## src/hdl/pfar_pkg.sv

```systemverilog
`default_nettype none

package pfar_pkg;

    localparam int CFG_IDX_W  = 1;
    localparam int CFG_DATA_W = 11;

    localparam logic [CFG_IDX_W-1:0] CFG_TOTAL    = 1'd0;
    localparam logic [CFG_IDX_W-1:0] CFG_RESERVED = 1'd1;

    localparam logic [2:0] REQ_INIT  = 3'd0;
    localparam logic [2:0] REQ_ALLOC = 3'd1;
    localparam logic [2:0] REQ_FREE  = 3'd2;
    localparam logic [2:0] REQ_INC   = 3'd3;
    localparam logic [2:0] REQ_DEC   = 3'd4;

    localparam logic [2:0] STAT_OK    = 3'd0;
    localparam logic [2:0] STAT_NOMEM = 3'd1;
    localparam logic [2:0] STAT_BUSY  = 3'd2;
    localparam logic [2:0] STAT_UNDER = 3'd3;
    localparam logic [2:0] STAT_BAD   = 3'd4;

    localparam logic [10:0] TOTAL_RESET    = 11'd1024;
    localparam logic [10:0] RESERVED_RESET = 11'd0;

    typedef struct packed {
        logic [2:0] req_type;
        logic [9:0] frame_index;
    } t_in;

    typedef struct packed {
        logic [2:0]  status;
        logic [9:0]  alloc_frame;
        logic [15:0] ref_after;
        logic        was_freed;
    } t_out;

    typedef enum logic [2:0] {
        S_CLEAR,
        S_IDLE,
        S_ALLOC_RD,
        S_EXEC,
        S_SWEEP
    } t_state;

    typedef struct packed {
        logic accept;
        logic init_start;
        logic alloc_rd;
        logic sweep_step;
        logic sweep_clear;
        logic commit;
    } t_cmd;

    typedef struct packed {
        logic in_is_init;
        logic in_is_alloc;
        logic sweep_last;
    } t_stat;

endpackage

`default_nettype wire

```

## src/hdl/pfar_ctrl.sv

```systemverilog
`default_nettype none

module pfar_ctrl
    import pfar_pkg::*;
(
    input  wire   i_clk,
    input  wire   i_rst_n,
    input  wire   i_in_valid,
    output logic  o_in_ready,
    output logic  o_out_valid,
    input  wire   i_out_ready,
    input  t_stat i_stat,
    output t_cmd  o_cmd
);

    t_state r_state, n_state;
    logic   r_out_valid, n_out_valid;
    logic   accept;
    logic   slot_free;

    assign accept    = i_in_valid && (r_state == S_IDLE);
    assign slot_free = !r_out_valid || i_out_ready;

    always_comb begin
        n_state = r_state;
        case (r_state)
            S_CLEAR: begin
                if (i_stat.sweep_last) begin
                    n_state = S_IDLE;
                end
            end
            S_IDLE: begin
                if (accept) begin
                    if (i_stat.in_is_init) begin
                        n_state = S_SWEEP;
                    end else if (i_stat.in_is_alloc) begin
                        n_state = S_ALLOC_RD;
                    end else begin
                        n_state = S_EXEC;
                    end
                end
            end
            S_ALLOC_RD: begin
                n_state = S_EXEC;
            end
            S_EXEC: begin
                if (slot_free) begin
                    n_state = S_IDLE;
                end
            end
            S_SWEEP: begin
                if (i_stat.sweep_last) begin
                    n_state = S_EXEC;
                end
            end
            default: begin
                n_state = S_CLEAR;
            end
        endcase
    end

    always_comb begin
        o_cmd      = '0;
        o_in_ready = 1'b0;
        case (r_state)
            S_CLEAR: begin
                o_cmd.sweep_step  = 1'b1;
                o_cmd.sweep_clear = 1'b1;
            end
            S_IDLE: begin
                o_in_ready       = 1'b1;
                o_cmd.accept     = accept;
                o_cmd.init_start = accept && i_stat.in_is_init;
            end
            S_ALLOC_RD: begin
                o_cmd.alloc_rd = 1'b1;
            end
            S_EXEC: begin
                o_cmd.commit = slot_free;
            end
            S_SWEEP: begin
                o_cmd.sweep_step = 1'b1;
            end
            default: begin
                o_cmd = '0;
            end
        endcase
    end

    always_comb begin
        if (o_cmd.commit) begin
            n_out_valid = 1'b1;
        end else if (i_out_ready) begin
            n_out_valid = 1'b0;
        end else begin
            n_out_valid = r_out_valid;
        end
    end

    always_ff @(posedge i_clk) begin
        if (!i_rst_n) begin
            r_state     <= S_CLEAR;
            r_out_valid <= 1'b0;
        end else begin
            r_state     <= n_state;
            r_out_valid <= n_out_valid;
        end
    end

    assign o_out_valid = r_out_valid;

endmodule

`default_nettype wire

```

## config.mk

```make
export PLATFORM = sky130hd
export DESIGN_NAME = pfar_ctrl
export DESIGN_NICKNAME = d
export VERILOG_FILES = /design/src/hdl/pfar_pkg.sv /design/src/hdl/pfar_ctrl.sv
export SDC_FILE = /design/constraint.sdc
export NUM_CORES = 1
export LEC_CHECK = 0
export ABC_CLOCK_PERIOD_IN_PS = 1100
export BUFFER_PORTS_ARGS = -buffer_cell sky130_fd_sc_hd__buf_2
export CAP_MARGIN = 0
export CELL_PAD_IN_SITES_DETAIL_PLACEMENT = 1
export CELL_PAD_IN_SITES_GLOBAL_PLACEMENT = 1
export CORE_AREA = 2 2 39 41
export DETAILED_ROUTE_END_ITERATION = 10
export DIE_AREA = 0 0 41 43
export PLACE_DENSITY = 0.57
export SYNTH_ARGS = -nofsm -noshare
export SYNTH_HDL_FRONTEND = slang
export SYNTH_SLANG_ARGS = --single-unit
```

## constraint.sdc

```tcl
create_clock -name i_clk -period 1.1 [get_ports i_clk]
set_input_delay 0.22 -clock i_clk [delete_from_list [all_inputs] [get_ports i_clk]]
set_output_delay 0.22 -clock i_clk [all_outputs]
set_load 0.05 [all_outputs]
```

# After elaboration in Yosys (flattened, before gate mapping)
# Cells that the tools add are included.
word_totals:
  register_bits: 4
  input_bits: 7
  word_cells: 33
op_classes:
  n_eq_ne: 8
  mux: 15
  n_reduce_logical: 8
ops:
  columns: ["cell", "count"]
  rows:
  - ["3-bit two-way mux", 5]
  - ["3-bit case mux with 5 select lines", 1]
  - ["1-bit two-way mux", 8]
  - ["2-bit != test (second input constant)", 4]
  - ["3-bit by 2-bit equality test with 1-bit output (second input constant)", 2]
  - ["4-bit AND reduction", 1]
  - ["3-bit by 1-bit equality test with 1-bit output (second input constant)", 1]
  - ["3-bit equality test (second input constant)", 1]
  - ["3-bit logical NOT", 1]
  - ["1-bit logical AND", 2]
  - ["2-bit two-way mux", 1]
  - ["2-bit nonzero test", 1]
  - ["2-bit OR reduction", 1]
  - ["1-bit logical NOT", 1]
  - ["1-bit logical OR", 1]

# Logic depth before layout (Yosys ltp)
logic_depth:
  word_depth: 4
  depth_mapped: 3
  ltp_nobuf: 3

# Worst setup path after synthesis
# OpenSTA, ideal clock, no wires.
synth_path:
  path_type: "register to output"
  from: "register r_state[0]"
  to: "output port o_cmd[1] in the netlist's numbering"
  t_arrival_ps: 1431
  t_required_ps: 880
  path_slack_ps: -551
  stages_incl_launch_ff: 2
  cell_sequence: "dfxtp_1 nor3_1"
synth_rtl:
  columns: ["item", "line", "text"]
  rows:
  - ["start, declared", "pfar_ctrl.sv:16", "t_state r_state, n_state;"]
  - ["start signal, assigned", "pfar_ctrl.sv:105", "r_state <= n_state;"]
  - ["end, declared", "pfar_ctrl.sv:13", "output t_cmd o_cmd"]

==> run metrics <==
boundary pin count=15; actual slew at the worst max-slew pin=0.252 ns; WHS=0.259 ns; crit start category=flip-flop; clock sink total=4; clk_lat worst skew=0.24 ns; R2R setup slack=0.02 ns; layout cells sized above 1=0.712; wl on met1=361 µm; Worst Reg-to-Reg Cells=5; Starting Density=0.166; synth unique cells=16; sequential fraction of the synthesis area=0.348; core area=between 1000 and 1500 µm²; Final Slew Violations=0; Leakage Power=0.258 nW; status=complete, but fails checks; Synth area leaders=dfxtp_1 35%, a32oi_1 7.6%, and4bb_4 7.1%; initial antenna violation count=0; die area=1760 µm²; via density per instance=~4.3; Met2 Wirelength=502 µm; crit path buf inv count=1; Syn. warnings=0; DR DRC count=0; pre-CTS setup slack=-0.137 ns; crit path capture type=output pin; r2r endpoint=r_state[1]; VDD IR max=about 0.34 mV; RR Startpoint=r_state[1]; vias post-DR=roughly 330; ys flop type=dfxtp_1; clock skew=between 0.002 and 0.0025 ns; fmax=723 MHz; IO buf count=14; worst-path cell chain=and4bb_4 > and2_4 > buf_8; routability-driven placement congestion ratio=0.771; die width=roughly 40 µm; Hold-fix buffers, CTS=0; Final WS setup=-0.283 ns; area post-placement=409 µm²; clock transition at the registers of the reported paths=0.04 ns; RSZ-0062 raised after global routing=yes; Critical Path Fanout Max=4; first-pass GRT wire length=1610 µm; Final setup viols=7; max_cap viols=0; Final Hold Viols=0; Hold Path End=o_out_valid; die height=43 µm; Synth top area share=0.348; failing checks=negative setup slack; clock root buffer=clkbuf_4; clock buffer count from CTS=3; Clock Path Buffers=2; net count after synthesis=36; Rows=14; H-tree levels=1; Syn Area/Cell=7.94 µm²; ys async rst share=0; # diodes=0; Synth Instances=29; worst min path class=in -> reg; area leader, netlist=dfxtp_1; data required time of the worst path=a little under 0.9 ns; Rel. slew slack=0.833; final instance area=549 µm²; DR WL/cell=12.1 µm; GRT Total Usage=0.139; Routed WL=about 900 µm; Final Cycle Share=1.26; Largest delay share family, worst path=simple AND/OR/NAND/NOR gates; CTS tree=done; worst path arrival time=1.16 ns; CP max stage cell=dfxtp_2; largest net degree at the start of global routing=8; TritonRoute pass-1 iters=1; GRT overflow=0; met3 wire len=13 µm; Post-synth EDFFs=0; area delta synth->final=139%; Layout Utilization=0.397; Hold Startpoint=i_rst_n; synth cell count leaders=4 x dfxtp_1, 3 x nand2_1, 3 x nor2_1; synthesized area=230 µm²; Worst Hold Depth=3; most common cell in the netlist=dfxtp_1; Yosys reg bits=4; vias in the first global route=364; antenna viol nets, final=0; kind of critical path=reg -> out; DR iter-0 viols=0; # nets final=67; crit-path max cell delay=between 0.3 and 0.4 ns; Pwr Density=1200 nW/µm²; uppermost layer routed=met4; Fillers=165; final critical-path required period=1.38 ns
worst max-delay path by stage:
stage | from | end | cells after the start
6_report | r_state[2] | o_cmd[4] | 3
2_1_floorplan | r_state[2] | o_cmd[4] | 2
5_1_grt | r_state[2] | o_cmd[4] | 3
4_1_cts | r_state[1] | o_cmd[4] | 3
3_5_place_dp | r_state[2] | o_cmd[4] | 3
3_3_place_gp | r_state[2] | o_cmd[4] | 3
registers in the layout, indices dropped and copies added, names as in the netlist:
register and cells:
r_state 3, o_out_valid 1
per-stage QoR:
stage | setup TNS [ns] | std cells | total power, W
floorplan | -0.340 | 29 | 0.000302
global route | -1.87 | 75 | 0.000687
detailed placement | -0.357 | 67 | 0.000376
CTS | -1.77 | 75 | 0.000671
finish | -1.57 | 75 | 0.000657
global placement | -0.267 | 67 | 0.000374
power breakdown:
part           total, W  internal (W)  switching, W
combinational  0.000284      0.000130      0.000154
sequential     0.000160      0.000153    0.00000782
clock          0.000213      0.000137     0.0000757
total          0.000657      0.000420      0.000238
worst min-delay path, stage by stage:
cell and delay (ns):
buf_2 0.07, inv_1 0.06, a21oi_1 0.10
cell families after synthesis:
| logic type | after synthesis | synth area share |
|---|---|---|
| buffers and inverters | 3 | 0.0652 |
| AND/OR/NAND/NOR | 15 | 0.386 |
| flip-flops | 4 | 0.348 |
| AO/OA/AOI/OAI | 7 | 0.201 |
layer usage:
layer | global-route usage | up-vias
met1 | 0.177 | 156
met2 | 0.203 | 6
li1 | - | 162
met3 | 0 | 2
met5 | 0 | -
met4 | 0.120 | 0
timing repair:
item                       in CTS  in global routing
setup endpoints to repair       8                 11
buffers inserted                4                  1
pin swaps                       4                  4
resized for setup              21                  1
cloned                          0                  0
cells in the final DEF, fill, tap and decap left out, types with 2 or more instances in the layout:
master | synthesis | final
buf_4 | 1 | 11
buf_2 | 0 | 8
buf_8 | 0 | 4
buf_6 | 0 | 4
nand2_1 | 3 | 3
clkbuf_4 | 0 | 3
nor2_4 | 0 | 2
inv_1 | 2 | 2
a21oi_1 | 2 | 2
a32oi_1 | 2 | 2
dfxtp_4 | 0 | 2
dfxtp_2 | 0 | 2
cell type report:
class	count	area, µm²	share of cell area
clock buffers	4	26.3	0.0478
well taps	16	20.0	0.0364
multi-input cells	22	178	0.323
inverters	2	7.51	0.0137
repair buffers	27	228	0.415
flip-flops and latches	4	90.1	0.164
Power figures use the tool's default switching activity.
